`src/hw/rtl/escape_decode_tab_expand_macros.svh`:
```
// Assertion helpers shared by the RTL of the escape decoder.
// Every check is clocked on i_clk and is disabled while i_rst_n is low.
`ifndef ESCAPE_DECODE_TAB_EXPAND_MACROS_SVH
`define ESCAPE_DECODE_TAB_EXPAND_MACROS_SVH

// The consequent must hold in the same cycle as the antecedent.
`define EDTE_ASSERT_SAME(lbl, ante, cons) \
    lbl: assert property (@(posedge i_clk) disable iff (!i_rst_n) (ante) |-> (cons)) \
        else $error("escape decoder check failed");

// The consequent must hold in the cycle after the antecedent.
`define EDTE_ASSERT_NEXT(lbl, ante, cons) \
    lbl: assert property (@(posedge i_clk) disable iff (!i_rst_n) (ante) |=> (cons)) \
        else $error("escape decoder check failed");

`endif

```
`src/hw/rtl/edte_pkg.sv`:
```
package edte_pkg;

    // Spaces emitted for one tab, capped at sixteen.
    localparam int TAB_WIDTH = 4;
    localparam int TAB_CNT   = (TAB_WIDTH > 16) ? 16 : TAB_WIDTH;
    localparam int REP_W     = (TAB_CNT > 1) ? $clog2(TAB_CNT) : 1;

    localparam logic [7:0] CH_BSL  = 8'h5C;
    localparam logic [7:0] CH_X    = 8'h78;
    localparam logic [7:0] CH_N    = 8'h6E;
    localparam logic [7:0] CH_R    = 8'h72;
    localparam logic [7:0] CH_ZERO = 8'h30;
    localparam logic [7:0] CH_T    = 8'h74;
    localparam logic [7:0] CH_TAB  = 8'h09;
    localparam logic [7:0] CH_SP   = 8'h20;
    localparam logic [7:0] CH_LF   = 8'h0A;
    localparam logic [7:0] CH_CR   = 8'h0D;
    localparam logic [7:0] CH_NUL  = 8'h00;

    typedef enum logic [1:0] {
        PH_NORMAL = 2'd0,
        PH_BSLASH = 2'd1,
        PH_X      = 2'd2,
        PH_XH     = 2'd3
    } t_phase;

    typedef enum logic [1:0] {
        MAIN_NONE = 2'd0,
        MAIN_BYTE = 2'd1,
        MAIN_TAB  = 2'd2
    } t_main;

    // One decoded request: up to four output tokens, emitted from index 0 up.
    // When rep is set the final token is repeated TAB_CNT times.
    typedef struct packed {
        logic [3:0][7:0] tok;
        logic [2:0]      n_tok;
        logic            rep;
        logic            last;
    } t_job;

    function automatic logic hex_digit(input logic [7:0] c);
        hex_digit = (c inside {[8'h30:8'h39], [8'h61:8'h66], [8'h41:8'h46]});
    endfunction

    function automatic logic [3:0] hex_nibble(input logic [7:0] c);
        logic [7:0] v;
        v = 8'h00;
        if (c inside {[8'h30:8'h39]}) begin
            v = c - 8'h30;
        end else if (c inside {[8'h61:8'h66]}) begin
            v = c - 8'h57;
        end else if (c inside {[8'h41:8'h46]}) begin
            v = c - 8'h37;
        end
        hex_nibble = v[3:0];
    endfunction

endpackage

```
`src/hw/rtl/escape_decode_tab_expand.sv`:
```
// Streaming decoder for C-style escaped values, with tab expansion.
// Input stream (s_axis): one raw byte per request in tdata, tlast on the final
// byte of a value. Output stream (m_axis): one decoded byte per request, tlast
// on the final decoded byte of a value. Configuration channel (i_cfg_*): one
// bit, escape enable, written whenever i_cfg_valid is high (always ready);
// write it only while the block is idle.
// Each input byte is decoded in the cycle it is accepted into a request of
// up to seven output bytes, held in the request register; its first byte then
// passes to the output register and is presented on m_axis. A request that
// yields at most one output byte leaves the input ready, so such bytes stream
// at one per cycle while the receiver keeps up; a request that yields more
// bytes emits them one at a time through the single-byte output register and
// holds the input off until its final byte. A tab expands to four spaces, a
// failed hex escape replays up to three bytes ahead of the byte that broke it.
// When the receiver stalls, the output register holds its byte, the pending
// request waits, and s_axis_tready drops until the request drains.
// Reset (i_rst_n low, synchronous) empties both stages, returns the decoder
// to the normal phase and sets escape enable to one.
module escape_decode_tab_expand (
    input  logic       i_clk,
    input  logic       i_rst_n,
    input  logic       i_cfg_valid,
    output logic       o_cfg_ready,
    input  logic [0:0] i_cfg_data,      // [0] escape_enable
    input  logic       s_axis_tvalid,
    output logic       s_axis_tready,
    input  logic [7:0] s_axis_tdata,    // [7:0] in_byte
    input  logic       s_axis_tlast,
    output logic       m_axis_tvalid,
    input  logic       m_axis_tready,
    output logic [7:0] m_axis_tdata,    // [7:0] out_byte
    output logic       m_axis_tlast
);

`include "escape_decode_tab_expand_macros.svh"

    logic                      r_esc_en;
    edte_pkg::t_phase          r_phase;
    logic [7:0]                r_held;
    edte_pkg::t_job            r_job;
    logic                      r_job_valid;
    logic [1:0]                r_tok_idx;
    logic [edte_pkg::REP_W-1:0] r_rep;
    logic                      r_out_valid;
    logic [7:0]                r_out_data;
    logic                      r_out_last;

    edte_pkg::t_job            w_dec_job;
    edte_pkg::t_phase          w_dec_phase;
    logic [7:0]                w_dec_held;
    logic                      w_accept;
    logic                      w_out_load;
    logic                      w_emit;
    logic                      w_last_tok;
    logic                      w_final;
    logic                      w_job_done;

    edte_dec u_dec (
        .i_byte   (s_axis_tdata),
        .i_last   (s_axis_tlast),
        .i_esc_en (r_esc_en),
        .i_phase  (r_phase),
        .i_held   (r_held),
        .o_job    (w_dec_job),
        .o_phase  (w_dec_phase),
        .o_held   (w_dec_held)
    );

    // The output register loads whenever it is empty or being drained.
    assign w_out_load = !r_out_valid || m_axis_tready;
    assign w_emit     = r_job_valid && (r_job.n_tok != 3'd0) && w_out_load;
    assign w_last_tok = ({1'b0, r_tok_idx} == (r_job.n_tok - 3'd1));
    // The final byte of a request is its last token, on the last repeat.
    assign w_final    = w_last_tok &&
                        (!r_job.rep || r_rep == edte_pkg::REP_W'(edte_pkg::TAB_CNT - 1));
    assign w_job_done = r_job_valid && ((r_job.n_tok == 3'd0) || (w_emit && w_final));

    assign s_axis_tready = !r_job_valid || w_job_done;
    assign w_accept      = s_axis_tvalid && s_axis_tready;
    assign o_cfg_ready   = 1'b1;

    always_ff @(posedge i_clk) begin
        if (!i_rst_n) begin
            r_esc_en <= 1'b1;
        end else if (i_cfg_valid) begin
            r_esc_en <= i_cfg_data[0];
        end
    end

    // Escape state advances with every accepted byte.
    always_ff @(posedge i_clk) begin
        if (!i_rst_n) begin
            r_phase <= edte_pkg::PH_NORMAL;
            r_held  <= 8'h00;
        end else if (w_accept) begin
            r_phase <= w_dec_phase;
            r_held  <= w_dec_held;
        end
    end

    always_ff @(posedge i_clk) begin
        if (!i_rst_n) begin
            r_job_valid <= 1'b0;
        end else if (w_accept) begin
            r_job_valid <= 1'b1;
        end else if (w_job_done) begin
            r_job_valid <= 1'b0;
        end
    end

    always_ff @(posedge i_clk) begin
        if (w_accept) begin
            r_job <= w_dec_job;
        end
    end

    // Position inside the pending request: token index and repeat count.
    always_ff @(posedge i_clk) begin
        if (!i_rst_n) begin
            r_tok_idx <= 2'd0;
            r_rep     <= '0;
        end else if (w_emit) begin
            if (w_final) begin
                r_tok_idx <= 2'd0;
                r_rep     <= '0;
            end else if (r_job.rep && w_last_tok) begin
                r_rep <= r_rep + edte_pkg::REP_W'(1);
            end else begin
                r_tok_idx <= r_tok_idx + 2'd1;
            end
        end
    end

    always_ff @(posedge i_clk) begin
        if (!i_rst_n) begin
            r_out_valid <= 1'b0;
        end else if (w_out_load) begin
            r_out_valid <= w_emit;
        end
    end

    always_ff @(posedge i_clk) begin
        if (w_emit) begin
            r_out_data <= r_job.tok[r_tok_idx];
            r_out_last <= r_job.last && w_final;
        end
    end

    assign m_axis_tvalid = r_out_valid;
    assign m_axis_tdata  = r_out_data;
    assign m_axis_tlast  = r_out_last;

    // The emit position always points inside the pending request.
    `EDTE_ASSERT_SAME(a_idx_in_job, r_job_valid && r_job.n_tok != 3'd0,
        {1'b0, r_tok_idx} < r_job.n_tok)
    // Repeats only run on the final token of a tab request.
    `EDTE_ASSERT_SAME(a_rep_on_tab, r_rep != '0, r_job_valid && r_job.rep && w_last_tok)
    // The end of a value always returns the decoder to the normal phase and yields at least one output byte.
    `EDTE_ASSERT_NEXT(a_last_resets_phase, w_accept && s_axis_tlast,
        r_phase == edte_pkg::PH_NORMAL && r_job.n_tok != 3'd0)

endmodule

```
`src/hw/rtl/edte_dec.sv`:
```
// Decodes one input byte against the escape state into a token list and
// the next escape state.
module edte_dec (
    input  logic [7:0]        i_byte,
    input  logic              i_last,
    input  logic              i_esc_en,
    input  edte_pkg::t_phase  i_phase,
    input  logic [7:0]        i_held,
    output edte_pkg::t_job    o_job,
    output edte_pkg::t_phase  o_phase,
    output logic [7:0]        o_held
);

    edte_pkg::t_main  pl_kind;
    edte_pkg::t_phase pl_phase;
    edte_pkg::t_main  kind;
    logic [7:0]       mbyte;
    logic [1:0]       pre_cnt;
    logic [7:0]       third;
    edte_pkg::t_phase nxt_phase;
    logic [7:0]       nxt_held;

    // Handling of a byte in the normal phase.
    always_comb begin
        pl_phase = edte_pkg::PH_NORMAL;
        pl_kind  = edte_pkg::MAIN_BYTE;
        if (i_esc_en && i_byte == edte_pkg::CH_BSL) begin
            if (!i_last) begin
                pl_kind  = edte_pkg::MAIN_NONE;
                pl_phase = edte_pkg::PH_BSLASH;
            end
        end else if (i_byte == edte_pkg::CH_TAB) begin
            pl_kind = edte_pkg::MAIN_TAB;
        end
    end

    always_comb begin
        kind      = edte_pkg::MAIN_NONE;
        mbyte     = i_byte;
        pre_cnt   = 2'd0;
        third     = i_held;
        nxt_phase = edte_pkg::PH_NORMAL;
        nxt_held  = i_held;
        case (i_phase)
            edte_pkg::PH_NORMAL: begin
                kind      = pl_kind;
                nxt_phase = pl_phase;
            end
            edte_pkg::PH_BSLASH: begin
                kind = edte_pkg::MAIN_BYTE;
                case (i_byte)
                    edte_pkg::CH_N:    mbyte = edte_pkg::CH_LF;
                    edte_pkg::CH_R:    mbyte = edte_pkg::CH_CR;
                    edte_pkg::CH_ZERO: mbyte = edte_pkg::CH_NUL;
                    edte_pkg::CH_T:    kind  = edte_pkg::MAIN_TAB;
                    edte_pkg::CH_X: begin
                        kind = edte_pkg::MAIN_NONE;
                        if (i_last) begin
                            pre_cnt = 2'd2;
                        end else begin
                            nxt_phase = edte_pkg::PH_X;
                        end
                    end
                    default: mbyte = i_byte;
                endcase
            end
            edte_pkg::PH_X: begin
                if (edte_pkg::hex_digit(i_byte)) begin
                    if (i_last) begin
                        // A value that ends after one digit replays it.
                        pre_cnt = 2'd3;
                        third   = i_byte;
                    end else begin
                        nxt_held  = i_byte;
                        nxt_phase = edte_pkg::PH_XH;
                    end
                end else begin
                    pre_cnt   = 2'd2;
                    kind      = pl_kind;
                    nxt_phase = pl_phase;
                end
            end
            default: begin
                nxt_held = 8'h00;
                if (edte_pkg::hex_digit(i_byte)) begin
                    kind  = edte_pkg::MAIN_BYTE;
                    mbyte = {edte_pkg::hex_nibble(i_held), edte_pkg::hex_nibble(i_byte)};
                end else begin
                    pre_cnt   = 2'd3;
                    kind      = pl_kind;
                    nxt_phase = pl_phase;
                end
            end
        endcase
        if (i_last) begin
            nxt_phase = edte_pkg::PH_NORMAL;
            nxt_held  = 8'h00;
        end
    end

    always_comb begin
        o_job.tok = {8'h00, third, edte_pkg::CH_X, edte_pkg::CH_BSL};
        if (kind == edte_pkg::MAIN_TAB) begin
            o_job.tok[pre_cnt] = edte_pkg::CH_SP;
        end else if (kind == edte_pkg::MAIN_BYTE) begin
            o_job.tok[pre_cnt] = mbyte;
        end
        o_job.n_tok = {1'b0, pre_cnt} + {2'b00, (kind != edte_pkg::MAIN_NONE)};
        o_job.rep   = (kind == edte_pkg::MAIN_TAB);
        o_job.last  = i_last;
    end

    assign o_phase = nxt_phase;
    assign o_held  = nxt_held;

endmodule
```
`config.mk`:
```
export PLATFORM = sky130hd
export DESIGN_NAME = escape_decode_tab_expand
export DESIGN_NICKNAME = d
export VERILOG_FILES = /design/src/hw/rtl/edte_pkg.sv /design/src/hw/rtl/escape_decode_tab_expand.sv /design/src/hw/rtl/edte_dec.sv
export VERILOG_INCLUDE_DIRS = /design/src /design/src/hw/rtl
export SDC_FILE = /design/constraint.sdc
export NUM_CORES = 1
export LEC_CHECK = 0
export BUFFER_PORTS_ARGS = -buffer_cell sky130_fd_sc_hd__buf_4
export CAP_MARGIN = 25
export CORE_UTILIZATION = 30
export CTS_CLUSTER_DIAMETER = 60
export DETAILED_ROUTE_END_ITERATION = 8
export HOLD_SLACK_MARGIN = 0.1
export PLACE_DENSITY = 0.5
export SLEW_MARGIN = 25
export SYNTH_ARGS = -nofsm -noshare
export SYNTH_HDL_FRONTEND = slang
export SYNTH_SLANG_ARGS = --single-unit
```
`constraint.sdc`:
```
create_clock -name i_clk -period 9.5 [get_ports i_clk]
set_input_delay 1.425 -clock i_clk [delete_from_list [all_inputs] [get_ports i_clk]]
set_output_delay 1.425 -clock i_clk [all_outputs]
set_load 0.01 [all_outputs]
```
Word-level counts from Yosys, hierarchy flattened

Index checks and enable logic that the tools add are counted.

Multiply operators: 0
Reduce and logical (&&, ||, !) cells: 35
Order comparisons: 15
Eq/ne operators: 16
Shifts and indexed selects: 0
Bitwise logic cells: 3
Muxes and demuxes: 47
$add $sub $neg: 10
Divide/modulo/power cells: 0

Operators by type and width:

| cell                                                                                | number |
|---|---|
| 32-bit two-way mux                                                                  | 2 |
| 8-bit two-way mux                                                                   | 8 |
| 8-bit by 7-bit == test with 1-bit output, second input constant                     | 5 |
| 32-bit bitwise mux                                                                  | 1 |
| 8-bit by 7-bit greater-or-equal comparator with 1-bit output, second input constant | 4 |
| 8-bit by 7-bit <= comparator with 1-bit output, second input constant               | 4 |
| 2-bit two-way mux                                                                   | 16 |
| 8-bit case mux with 2 select lines                                                  | 2 |
| 21-bit by 28-bit AND with 28-bit output                                             | 1 |
| 28-bit NOT                                                                          | 1 |
| 4-bit two-way mux                                                                   | 6 |
| 8-bit case mux with 3 select lines                                                  | 1 |
| 2-bit case mux with 3 select lines                                                  | 3 |
| 8-bit binary-select mux with 2-bit select                                           | 1 |
| 8-bit demux with 2-bit select                                                       | 1 |
| 8-bit by 6-bit greater-or-equal comparator with 1-bit output, second input constant | 2 |
| 8-bit by 6-bit <= comparator with 1-bit output, second input constant               | 2 |
| 1-bit logical AND                                                                   | 16 |
| 4-bit by 3-bit subtractor with 4-bit output, second input constant                  | 4 |
| 8-bit by 4-bit == test with 1-bit output, second input constant                     | 1 |
| 8-bit by 6-bit == test with 1-bit output, second input constant                     | 1 |
| 4-bit by 1-bit subtractor with 4-bit output, second input constant                  | 2 |
| 2-bit == test, second input constant                                                | 3 |
| 2-bit by 3-bit < comparator with 1-bit output, second input constant                | 2 |
| other kinds (21)                                                                    | 37 |

Bits in registers: 63
Output and inout bits: 12
Bits in read-only memories: 0
Memory bits (writable): 0
Memories kept: 0
Latch bits: 0

Depth between registers and ports, before layout

Gate-level depths: netlist (run 1).

Depth after elaboration: 12
Depth in mapped cells: 10

By module

A second synthesis (run 1) with hierarchy kept.

Cell total of the unflattened synthesis: 430
Area, all modules: 4174.0 um^2

By module, submodules not included:

| module                   | cells an instance | sequential area each (um^2) | times used | area each (um^2) |
|---|---|---|---|---|
| escape_decode_tab_expand | 199               | 1721.7                      | 1          | 2613.8 |
| edte_dec                 | 231               | 0.0                         | 1          | 1560.2 |

Worst setup path after synthesis (run 1)

Ideal clock, no wire load.

Path kind: input port to flip-flop
Start: input s_axis_tdata[1]
End: register r_job[3] (netlist bit) (data pin)
Stages on the path: 9
Slack: 5444 ps
Data arrival time: 3795 ps
Path through: inv_1 ha_1 or4b_1 o2111a_2 or3_4 mux2_4 and2_4 ha_1 ha_1

RTL lines:

| what                 | line                            | RTL |
|---|---|---|
| from (decl)          | escape_decode_tab_expand.sv:27  | `input logic [7:0] s_axis_tdata,` |
| to (signal assigned) | escape_decode_tab_expand.sv:113 | `r_job <= w_dec_job;` |
| to (decl)            | escape_decode_tab_expand.sv:40  | `edte_pkg::t_job r_job;` |

==> flow_metrics.tcl, run 1 <==
set metrics [dict create \
    worstSetupPathType "input pin to flop" \
    status "completed" \
    core_sq_mm 0.0115 \
    fin_crit_ps 4060 \
    drtIter0Drc 125 \
    post-route-util_pct 36.8 \
    die_x_um 111 \
    flow.area_growth_from_synthesis_pct 19.1 \
    mostFrequentLayoutCells "edfxtp_1 (46), buf_4 (27), nor2_1 (22)" \
    ys_ff_latch 63 \
    cp_cell_sequence "buf_4, inv_1, ha_1, or4b_1, o2111a_2, o311ai_2, mux2i_1, o21ai_0, and2_1" \
    syn_avg_cell_area_sq_um 11.3 \
    drc 0 \
    max-slew-margin-rel_pct 40.9 \
    post-place-ws_ps 5120 \
    slew_viol_final 0 \
    worstHoldPathType "flop to flop" \
    nFillCells 1122 \
    grt_pass1_vias 2571 \
    worstMarginPinSlew_ps 885 \
    r2r-start "r_job[2]" \
    yosysWarnings 0 \
    cp_data_arrival_time_ps 4150 \
    synth_seq_area_share_pct 48.6 \
    power_leakage_nw 1.63 \
    finalHoldViolCount 0 \
    crit_fanout 12 \
    wl_per_cell_um 16.5 \
    track_usage_pct 13.9 \
    rows 39 \
    vias 2556 \
    ff2ff_setup_slack_ps 6760 \
    clk_latency_ps 330 \
    endpoint_kind "flop" \
    cts.repair.resized 0 \
    worstHoldStart "r_rep[1]" \
    worst_slack_ps 5440 \
    grt_pass1_wl_um 13300 \
    skew_ps 5.57 \
    setup_viol 0 \
    synthFlopType "edfxtp_1" \
    cp-start-kind "input pin" \
    clk_pin_slew_ps 60 \
    cts.htree.levels 3 \
    p_per_area_mw_per_mm2 174 \
    rsz0062_at_grt "no" \
    place.gp.congestion 0.884 \
    max_cap_viol_count 0 \
    cts-root-buf "clkbuf_16" \
    dp_hpwl_um 5820 \
    vias_per_cell 5.21 \
    cts_tree "built" \
    die-area_sq_mm 0.0123 \
    synth-edff-count 46 \
    dr.pass1.iters 6 \
    finalWirelength_um 8120 \
    die-height_um 111 \
    nNetsFinal 371 \
    portBuffers 25 \
    whs_path_depth 2 \
    antenna_found_initial 0 \
    ant_nets 0 \
    fmax_mhz 246 \
    cts_setup_buffers 0 \
    r2r_end "r_phase[0]" \
    syn_area_sq_mm 0.00354 \
    crit_required_ps 9590 \
    layout_commonest_cell "edfxtp_1" \
    max_stage_delay_ps 810 \
    ios 27 \
    grt_max_degree 39 \
    min_to "r_rep[1]" \
    drive_gt1_share_pct 20.4 \
    cts-buffers-inserted 9 \
    clkSinkCount 63 \
    grt_overflow 0 \
    synth.distinct_cells 69 \
    initial_core_util_pct 30.9 \
    vdd_ir_drop_max_v 0.0000677 \
    reg2reg_depth 12 \
    antenna_cells 0 \
    period_share_pct 42.8 \
    setup_tns_ps 0 \
    syn_inst 313 \
    slowest_stage "o311ai_2" \
    clk_path_buf_depth 2 \
    cpLargestDelayFamily "compound AO/OA/AOI/OAI gates" \
    crit_buf_inv 2 \
    synthArstFlopShare_pct 0 \
    cts.hold.buffers_added 0 \
]
routing by layer:
metal  vias up  global-route usage (%)  wire length (um)
met2        66                    21.2              3670
met4         0                    6.49               147
li1       1255                       -                 -
met1      1218                    18.9              3970
met5         -                       0                 0
met3        17                    2.84               330
worst register-to-register path: cells and delay by family, from the launching register on:
kind / cells / cell delay, ps
buffers and inverters: 4 / 820
and+or+nand+nor: 3 / 560
AOI/OAI and AO/OA: 3 / 550
adders and majority gates: 2 / 360
DFF: 1 / 350
final cells by class:
type                            count  area [sq um]  area share, %
Clock buffer                        9           225           5.33
Clock inverter                      7           103           2.43
Inverter                           15          56.3           1.33
Multi-Input combinational cell    227          1740           41.1
Sequential cell                    63          1720           40.8
Tap cell                          143           179           4.24
Timing Repair Buffer               27           203           4.80
synthesized netlist by cell type, types with 4 or more instances:
cell	n	share of area, %
and2_1	8	1.4
nor3_1	4	0.56
o21ai_0	8	1.1
mux4_2	8	5.1
a22oi_1	4	0.85
a31oi_1	4	0.71
edfxtp_1	46	39
nand3_1	6	0.85
nand2_1	18	1.9
nand2b_1	7	1.2
nor2b_1	9	1.6
mux2i_1	8	2.3
a21oi_1	11	1.6
inv_1	15	1.6
ha_1	13	4.6
clkbuf_1	9	0.95
dfxtp_1	17	9.6
o21a_1	4	0.85
nor2_1	22	2.3
a22o_1	8	2.0
and3_1	5	0.88
logic make-up (layout without fill, tap and decap cells):
| logic type | Yosys count | in the layout | synth area share (%) |
|---|---|---|---|
| and+or+nand+nor | 103 | 103 | 16.4 |
| AOI/OAI and AO/OA | 80 | 80 | 17.6 |
| DFF | 63 | 63 | 48.6 |
| buffers and inverters | 30 | 58 | 3.39 |
| muxes | 19 | 19 | 8.51 |
| adders and majority gates | 13 | 13 | 4.59 |
| xor gates and xnor gates | 3 | 3 | 0.741 |
| other | 2 | 9 | 0.212 |
per-stage QoR:
step	power, mW	hold slack [ps]	instance area (sq um)	cells
final	0.736	487	4220	491
after detailed placement	0.380	479	3890	475
after floorplan	0.358	442	3570	320
after global routing	0.761	519	4220	491
after CTS	0.745	494	4220	491
after global placement	0.379	472	3890	475
how the worst max path moves through the flow:
| stage | start | to | slack, ps | depth (start not counted) |
|---|---|---|---|---|
| 3_5_place_dp | s_axis_tdata[1] | r_job[27] | 5120 | 9 |
| 2_1_floorplan | s_axis_tdata[1] | r_job[3] | 5440 | 9 |
| 4_1_cts | s_axis_tdata[1] | r_job[27] | 5470 | 9 |
| 6_report | s_axis_tdata[1] | r_job[27] | 5440 | 9 |
| 5_1_grt | s_axis_tdata[1] | r_job[27] | 5290 | 9 |
| 3_3_place_gp | s_axis_tdata[1] | r_job[27] | 5170 | 9 |
flip-flops by register name, summed over array words and instances (netlist names):
signal and count:
r_job 37, m_axis_tdata 8, r_job_valid 1, r_esc_en 1, r_tok_idx 2, m_axis_tvalid 1
r_held 8, r_rep 2, m_axis_tlast 1, r_phase 2
power breakdown:
part / switching (mW) / leakage, nW / internal [mW] / total [mW]
combinational: 0.0315 / 0.888 / 0.0252 / 0.0568
sequential: 0.00677 / 0.583 / 0.310 / 0.317
clock: 0.129 / 0.157 / 0.233 / 0.362
total: 0.167 / 1.63 / 0.568 / 0.736
Power figures use the tool's default switching activity.
==> run 2, diff against run 1 <==
- ABC_AREA: unset -> 1
- PLACE_DENSITY: 0.5 -> 0.51
- clock period: 9.5 -> 3.7 ns (I/O delays scaled with it)
==> run 2 against run 1 <==
Effect of this change: worst hold slack worse by 59 ps; sequential power rose to 2.6 times the previous value; global-route usage up 2.0 points; die area up 4.3%; clock-buffer cell count up 1; clock power up 120%; via count up 24%; synthesized cell count up 49%; critical endpoint is now r_job[3]; largest cell class is now registers; highest routed layer unchanged.
==> flow_metrics.tcl, run 2 <==
set metrics [dict create \
    status "completed" \
    endpoint_kind "flop" \
    max_cap_viol_count 0 \
    p_int_mw 1.39 \
    slew_viol_final 0 \
    crit_required_ps 3770 \
    drtIter0Drc 107 \
    synth_top_area_cell "edfxtp_1" \
    p_clk_share_pct 44.4 \
    combPwrFrac_pct 10.6 \
    fin_crit_ps 2710 \
    dr.pass1.iters 5 \
    switchingPower_mw 0.437 \
    grt_overflow 0 \
    flow.area_growth_from_synthesis_pct 16.8 \
    synthArstFlopShare_pct 0 \
    fmax_mhz 369 \
    drc 0 \
    max-slew-margin-rel_pct 66.6 \
    die-height_um 113 \
    vdd_ir_drop_max_v 0.000149 \
    worst_slack_ps 992 \
    slowest_stage "nand3_2" \
    cp_cell_sequence "buf_4, inv_1, ha_1, inv_1, o21ai_0, o21ai_1, nand3_2, nand3_2, nand2_1, ha_1, ha_1" \
    cts-buffers-inserted 9 \
    nFillCells 1275 \
    mostFrequentLayoutCells "nand2_1 (112), nor2_1 (50), inv_1 (49)" \
    track_usage_pct 15.8 \
    setup_tns_ps 0 \
    dp_hpwl_um 7240 \
    core_sq_mm 0.0120 \
    grt_max_degree 38 \
    die-area_sq_mm 0.0128 \
    crit_buf_inv 3 \
    portBuffers 25 \
    nNetsFinal 526 \
    power_leakage_nw 1.85 \
    cts_setup_buffers 0 \
    cts-root-buf "clkbuf_16" \
    skew_ps 4.08 \
    clkSinkCount 63 \
    syn_area_sq_mm 0.00370 \
    clk_path_buf_depth 2 \
    ios 27 \
    placed_cell_area_sq_mm 0.00403 \
    ys_top_cells_by_area "edfxtp_1 (37%), nand2_1 (11%), dfxtp_1 (9.2%)" \
    top_register "r_job" \
    yosysWarnings 0 \
    post-place-ws_ps 697 \
    cts_tree "built" \
    worstMarginPinSlew_ps 500 \
    cts.htree.levels 3 \
    rows 40 \
    vias 3158 \
    wl_per_cell_um 14.3 \
    worstSetupPathType "input pin to flop" \
    antenna_found_initial 0 \
    crit_fanout 13 \
    sequentialPowerShare_pct 45.0 \
    synth_common_cells "nand2_1 (112), nor2_1 (50), inv_1 (49), edfxtp_1 (46), o21ai_0 (39)" \
    p_per_area_mw_per_mm2 423 \
    drive_gt1_share_pct 13.7 \
    initial_core_util_pct 30.8 \
    finalHoldViolCount 0 \
    layout_commonest_cell "nand2_1" \
    setup_viol 0 \
    clk_pin_slew_ps 50 \
    stdcell_area_sq_mm 0.00432 \
    place.gp.congestion 0.871 \
    worstHoldPathType "input pin to flop" \
    synthFlopType "edfxtp_1" \
    die_x_um 113 \
    cp_common_cell "ha_1" \
    regArea_sq_mm 0.00172 \
    ys_ff_latch 63 \
    synth-edff-count 46 \
    max_stage_delay_ps 310 \
    cp_data_arrival_time_ps 2780 \
    worst_hold_slack_ps 428 \
    finalWirelength_um 9320 \
    synth.most_common_cell "nand2_1" \
    cp-start-kind "input pin" \
    grt_pass1_wl_um 15400 \
    vias_per_cell 4.86 \
    synth_seq_area_share_pct 46.5 \
    syn_inst 466 \
    largest_reg_flops 37 \
    post-route-util_pct 36.0 \
    cpLargestDelayFamily "simple AND/OR/NAND/NOR gates" \
    synth.distinct_cells 36 \
    clk_latency_ps 320 \
    cts.repair.resized 0 \
    multi_input_area_sq_mm 0.00170 \
    cts.hold.buffers_added 0 \
    syn_avg_cell_area_sq_um 7.94 \
    antenna_cells 0 \
    synth_top_area_share_pct 37.3 \
    ant_nets 0 \
    grt_pass1_vias 2994 \
    swShare_pct 23.9 \
    period_share_pct 73.2 \
    rsz0062_at_grt "no" \
]
==> run 2: cell count changes after synthesis, sizes merged, moves of 9 or more <==
cell   before  now
and2       11    0
nand3       7   32
nand2      18  120
nand4       0    9
nor2b       9    0
nor2       22   52
o21ai       8   47
inv        15   57
a21oi      12   28
==> run 2: worst paths after layout <==
kind,from,to,slack [ps],cells after the start
worst max-delay path,s_axis_tdata[0],r_job[3],990,11
worst min-delay path,i_cfg_valid,r_esc_en,430,2
worst max register to register,r_job[2],r_job[29],1060,12
worst min register to register,r_rep[1],r_rep[1],470,2
==> run 2: cells by family after synthesis <==
logic type	share of synthesized area, %
AND/OR/NAND/NOR	26.9
AO/OA/AOI/OAI	13.5
buffers and inverters	8.19
flip-flops	46.5
adder cells (fa/ha/maj)	4.40
other	0.203
XOR/XNOR	0.237
==> run 2: power by group through the flow <==
stage	Sequential, mW	Combinational (mW)	Clock [mW]
after floorplan	0.837	0.125	0
after global placement	0.836	0.192	0
after detailed placement	0.837	0.195	0
after CTS	0.823	0.195	0.836
after global routing	0.826	0.220	0.862
final	0.822	0.193	0.810
==> run 2: worst reg2reg max path, cell delays in order, from the launching register on <==
cell,delay [ps]
edfxtp_1,340
inv_1,70
ha_1,200
ha_1,270
nand2_1,60
a21oi_2,90
nand2_1,140
a21oi_2,170
inv_2,70
o21ai_2,180
nand2_2,150
inv_2,120
buf_4,420
==> run 2: area by class of cell <==
class                           count  share of cell area [%]
Inverter                           57                    4.95
Multi-Input combinational cell    339                    39.4
Sequential cell                    63                    39.8
Timing Repair Buffer               28                    4.87
Clock inverter                      6                    1.42
Tap cell                          147                    4.26
Clock buffer                       10                    5.30
==> run 2: metal layers <==
metal / part of all wire, % / GRT usage (%)
met1: 47 / 20.5
met4: 1.6 / 6.75
met5: 0 / 0
met3: 4.9 / 3.48
met2: 47 / 25.6
==> run 2: per-stage QoR <==
stage                     total power, mW  std cells
after floorplan                     0.963        473
after global placement               1.03        634
after CTS                            1.85        650
after global routing                 1.91        650
after detailed placement             1.03        634
final                                1.83        650
==> run 3, diff against run 2 <==
- clock period: 3.7 -> 2.2 ns (I/O delays scaled with it)
==> run 3 against run 2 <==
Effect of this change: the run now ends with negative setup slack left; first-iteration DRC count rose by 35%; die area unchanged; via count is 7.9% higher; final area up 19%; global-route usage grew 0.35 points; clock skew rose by 4.8 ps; sequential power increased by 68%; non-clock buffer count is 71 higher; flip-flop and latch count did not move; clock-buffer cell count grew 1; routed wire length grew 5.7%; largest power group is now clock.
==> flow_metrics.tcl, run 3 (synthesis results as in run 2) <==
set metrics [dict create \
    clk_path_buf_depth 2 \
    finalHoldViolCount 0 \
    vias 3408 \
    setup_viol 4 \
    vias_per_cell 4.72 \
    clk_pin_slew_ps 60 \
    ios 27 \
    crit_fanout 2 \
    worstHoldPathType "input pin to flop" \
    worstSetupPathType "flop to primary output" \
    cp_data_arrival_time_ps 1920 \
    clk_latency_ps 320 \
    post-route-util_pct 42.9 \
    worst_slack_ps -50.9 \
    cts.htree.levels 3 \
    crit_required_ps 1870 \
    largest_reg_flops 37 \
    p_clk_share_pct 43.9 \
    track_usage_pct 16.2 \
    sequentialPowerShare_pct 41.7 \
    grt_overflow 0 \
    cts_tree "built" \
    period_share_pct 102 \
    swShare_pct 24.2 \
    grt_pass1_vias 3319 \
    slowest_stage "edfxtp_1" \
    path_depth 11 \
    regArea_sq_mm 0.00172 \
    drtIter0Drc 144 \
    grt_pass1_wl_um 16200 \
    cp-start-kind "flop" \
    core_sq_mm 0.0120 \
    layout_commonest_cell "nand2_1" \
    r2r_end "r_held[6]" \
    post-place-ws_ps -151 \
    fmax_mhz 444 \
    wl_per_cell_um 13.7 \
    rows 40 \
    worstMarginPinSlew_ps 640 \
    cts-root-buf "clkbuf_16" \
    power_leakage_nw 2.29 \
    max_stage_delay_ps 350 \
    cp_cell_sequence "inv_2, ha_4, ha_4, nand2_2, a21oi_2, nand2_2, a21oi_2, inv_2, o21ai_4, buf_6, buf_6" \
    top_register "r_job" \
    vdd_ir_drop_max_v 0.000268 \
    finalWirelength_um 9860 \
    max-slew-margin-rel_pct 57.3 \
    skew_ps 8.84 \
    stdcell_area_sq_mm 0.00515 \
    clkSinkCount 63 \
    cts-buffers-inserted 9 \
    switchingPower_mw 0.803 \
    crit_buf_inv 4 \
    portBuffers 25 \
    grt_max_degree 20 \
    antenna_cells 0 \
    dp_hpwl_um 7460 \
    antenna_found_initial 0 \
    nNetsFinal 598 \
    p_per_area_mw_per_mm2 643 \
    slew_viol_final 0 \
    die-area_sq_mm 0.0128 \
    multi_input_area_sq_mm 0.00183 \
    rsz0062_at_grt "yes" \
    die-height_um 113 \
    flow.area_growth_from_synthesis_pct 39.3 \
    drive_gt1_share_pct 29.0 \
    combPwrFrac_pct 14.3 \
    place.gp.congestion 0.922 \
    mostFrequentLayoutCells "nand2_1 (102), buf_4 (83), nor2_1 (49)" \
    reg2reg_depth 15 \
    ant_nets 0 \
    violations "negative setup slack" \
    placed_cell_area_sq_mm 0.00454 \
    cpLargestDelayFamily "adder cells" \
    status "finished, violations left" \
    max_cap_viol_count 0 \
    r2r-start "r_job[2]" \
    endpoint_kind "primary output" \
    ff2ff_setup_slack_ps -10 \
    cp-endpoint "s_axis_tready" \
    initial_core_util_pct 30.8 \
    nFillCells 1184 \
    dr.pass1.iters 4 \
    fin_crit_ps 2250 \
    p_int_mw 2.51 \
    drc 0 \
    worstSetupStartpoint "r_job[2]" \
    die_x_um 113 \
]
## run 3: cell count changes in the layout (fill, tap and decap cells not counted), sizes merged
| cell | delta |
|---|---|
| clkbuf | +3 |
| buf | +69 |
## run 3: area by class of cell
cell class | count | share of cell area (%)
Tap cell | 147 | 3.57
Sequential cell | 63 | 33.5
Clock buffer | 11 | 4.93
Timing Repair Buffer | 99 | 16.7
Multi-Input combinational cell | 339 | 35.6
Inverter | 57 | 4.39
Clock inverter | 5 | 1.07
Timing Repair inverter | 1 | 0.316
## run 3: what timing repair did
item                       4_1_cts  5_1_grt
cloned                           0        3
hold endpoints to repair         0        0
hold buffers                     0        0
setup endpoints to repair       38       54
buffers inserted                 5        5
pin swaps                        7        9
resized for setup               10       37
## run 3: layer usage
layer	up-vias	global-route usage [%]	part of all wire (%)
met3	6	2.95	4.3
met4	0	5.00	0.75
li1	1766	-	-
met2	73	27.5	48
met1	1563	20.9	46
met5	-	0	0
## run 3: how the worst min path moves through the flow
| stage | from | to | slack, ps | cells past startpoint |
|---|---|---|---|---|
| floorplan | i_rst_n | r_tok_idx[1] | 430 | 2 |
| global placement | r_rep[1] | r_rep[1] | 460 | 2 |
| detailed placement | r_rep[1] | r_rep[1] | 470 | 2 |
| CTS | i_cfg_valid | r_esc_en | 180 | 2 |
| global route | i_cfg_valid | r_esc_en | 210 | 2 |
| finish | i_cfg_valid | r_esc_en | 190 | 2 |
## run 3: power by group through the flow
stage	sequential [mW]	combinational (mW)	clock (mW)
global placement	1.41	0.401	0
CTS	1.38	0.427	1.50
global route	1.39	0.524	1.54
finish	1.38	0.475	1.46
detailed placement	1.41	0.404	0
floorplan	1.41	0.217	0
## run 3: stage by stage
stage | hold slack, ps | instances | total power [mW] | setup TNS [ps]
floorplan | 428 | 473 | 1.62 | 0
global placement | 455 | 694 | 1.81 | -639
detailed placement | 471 | 694 | 1.81 | -1060
CTS | 182 | 715 | 3.30 | -733
global route | 215 | 722 | 3.46 | -3700
finish | 192 | 722 | 3.31 | -79.2
## run 3: worst reg2reg max path: cells and delay by family (launching register included)
family / cells / cell delay, ps
compound gates: 4 / 510
buf+inv: 4 / 440
flops: 1 / 350
simple gates: 5 / 450
fa+ha+maj: 2 / 410
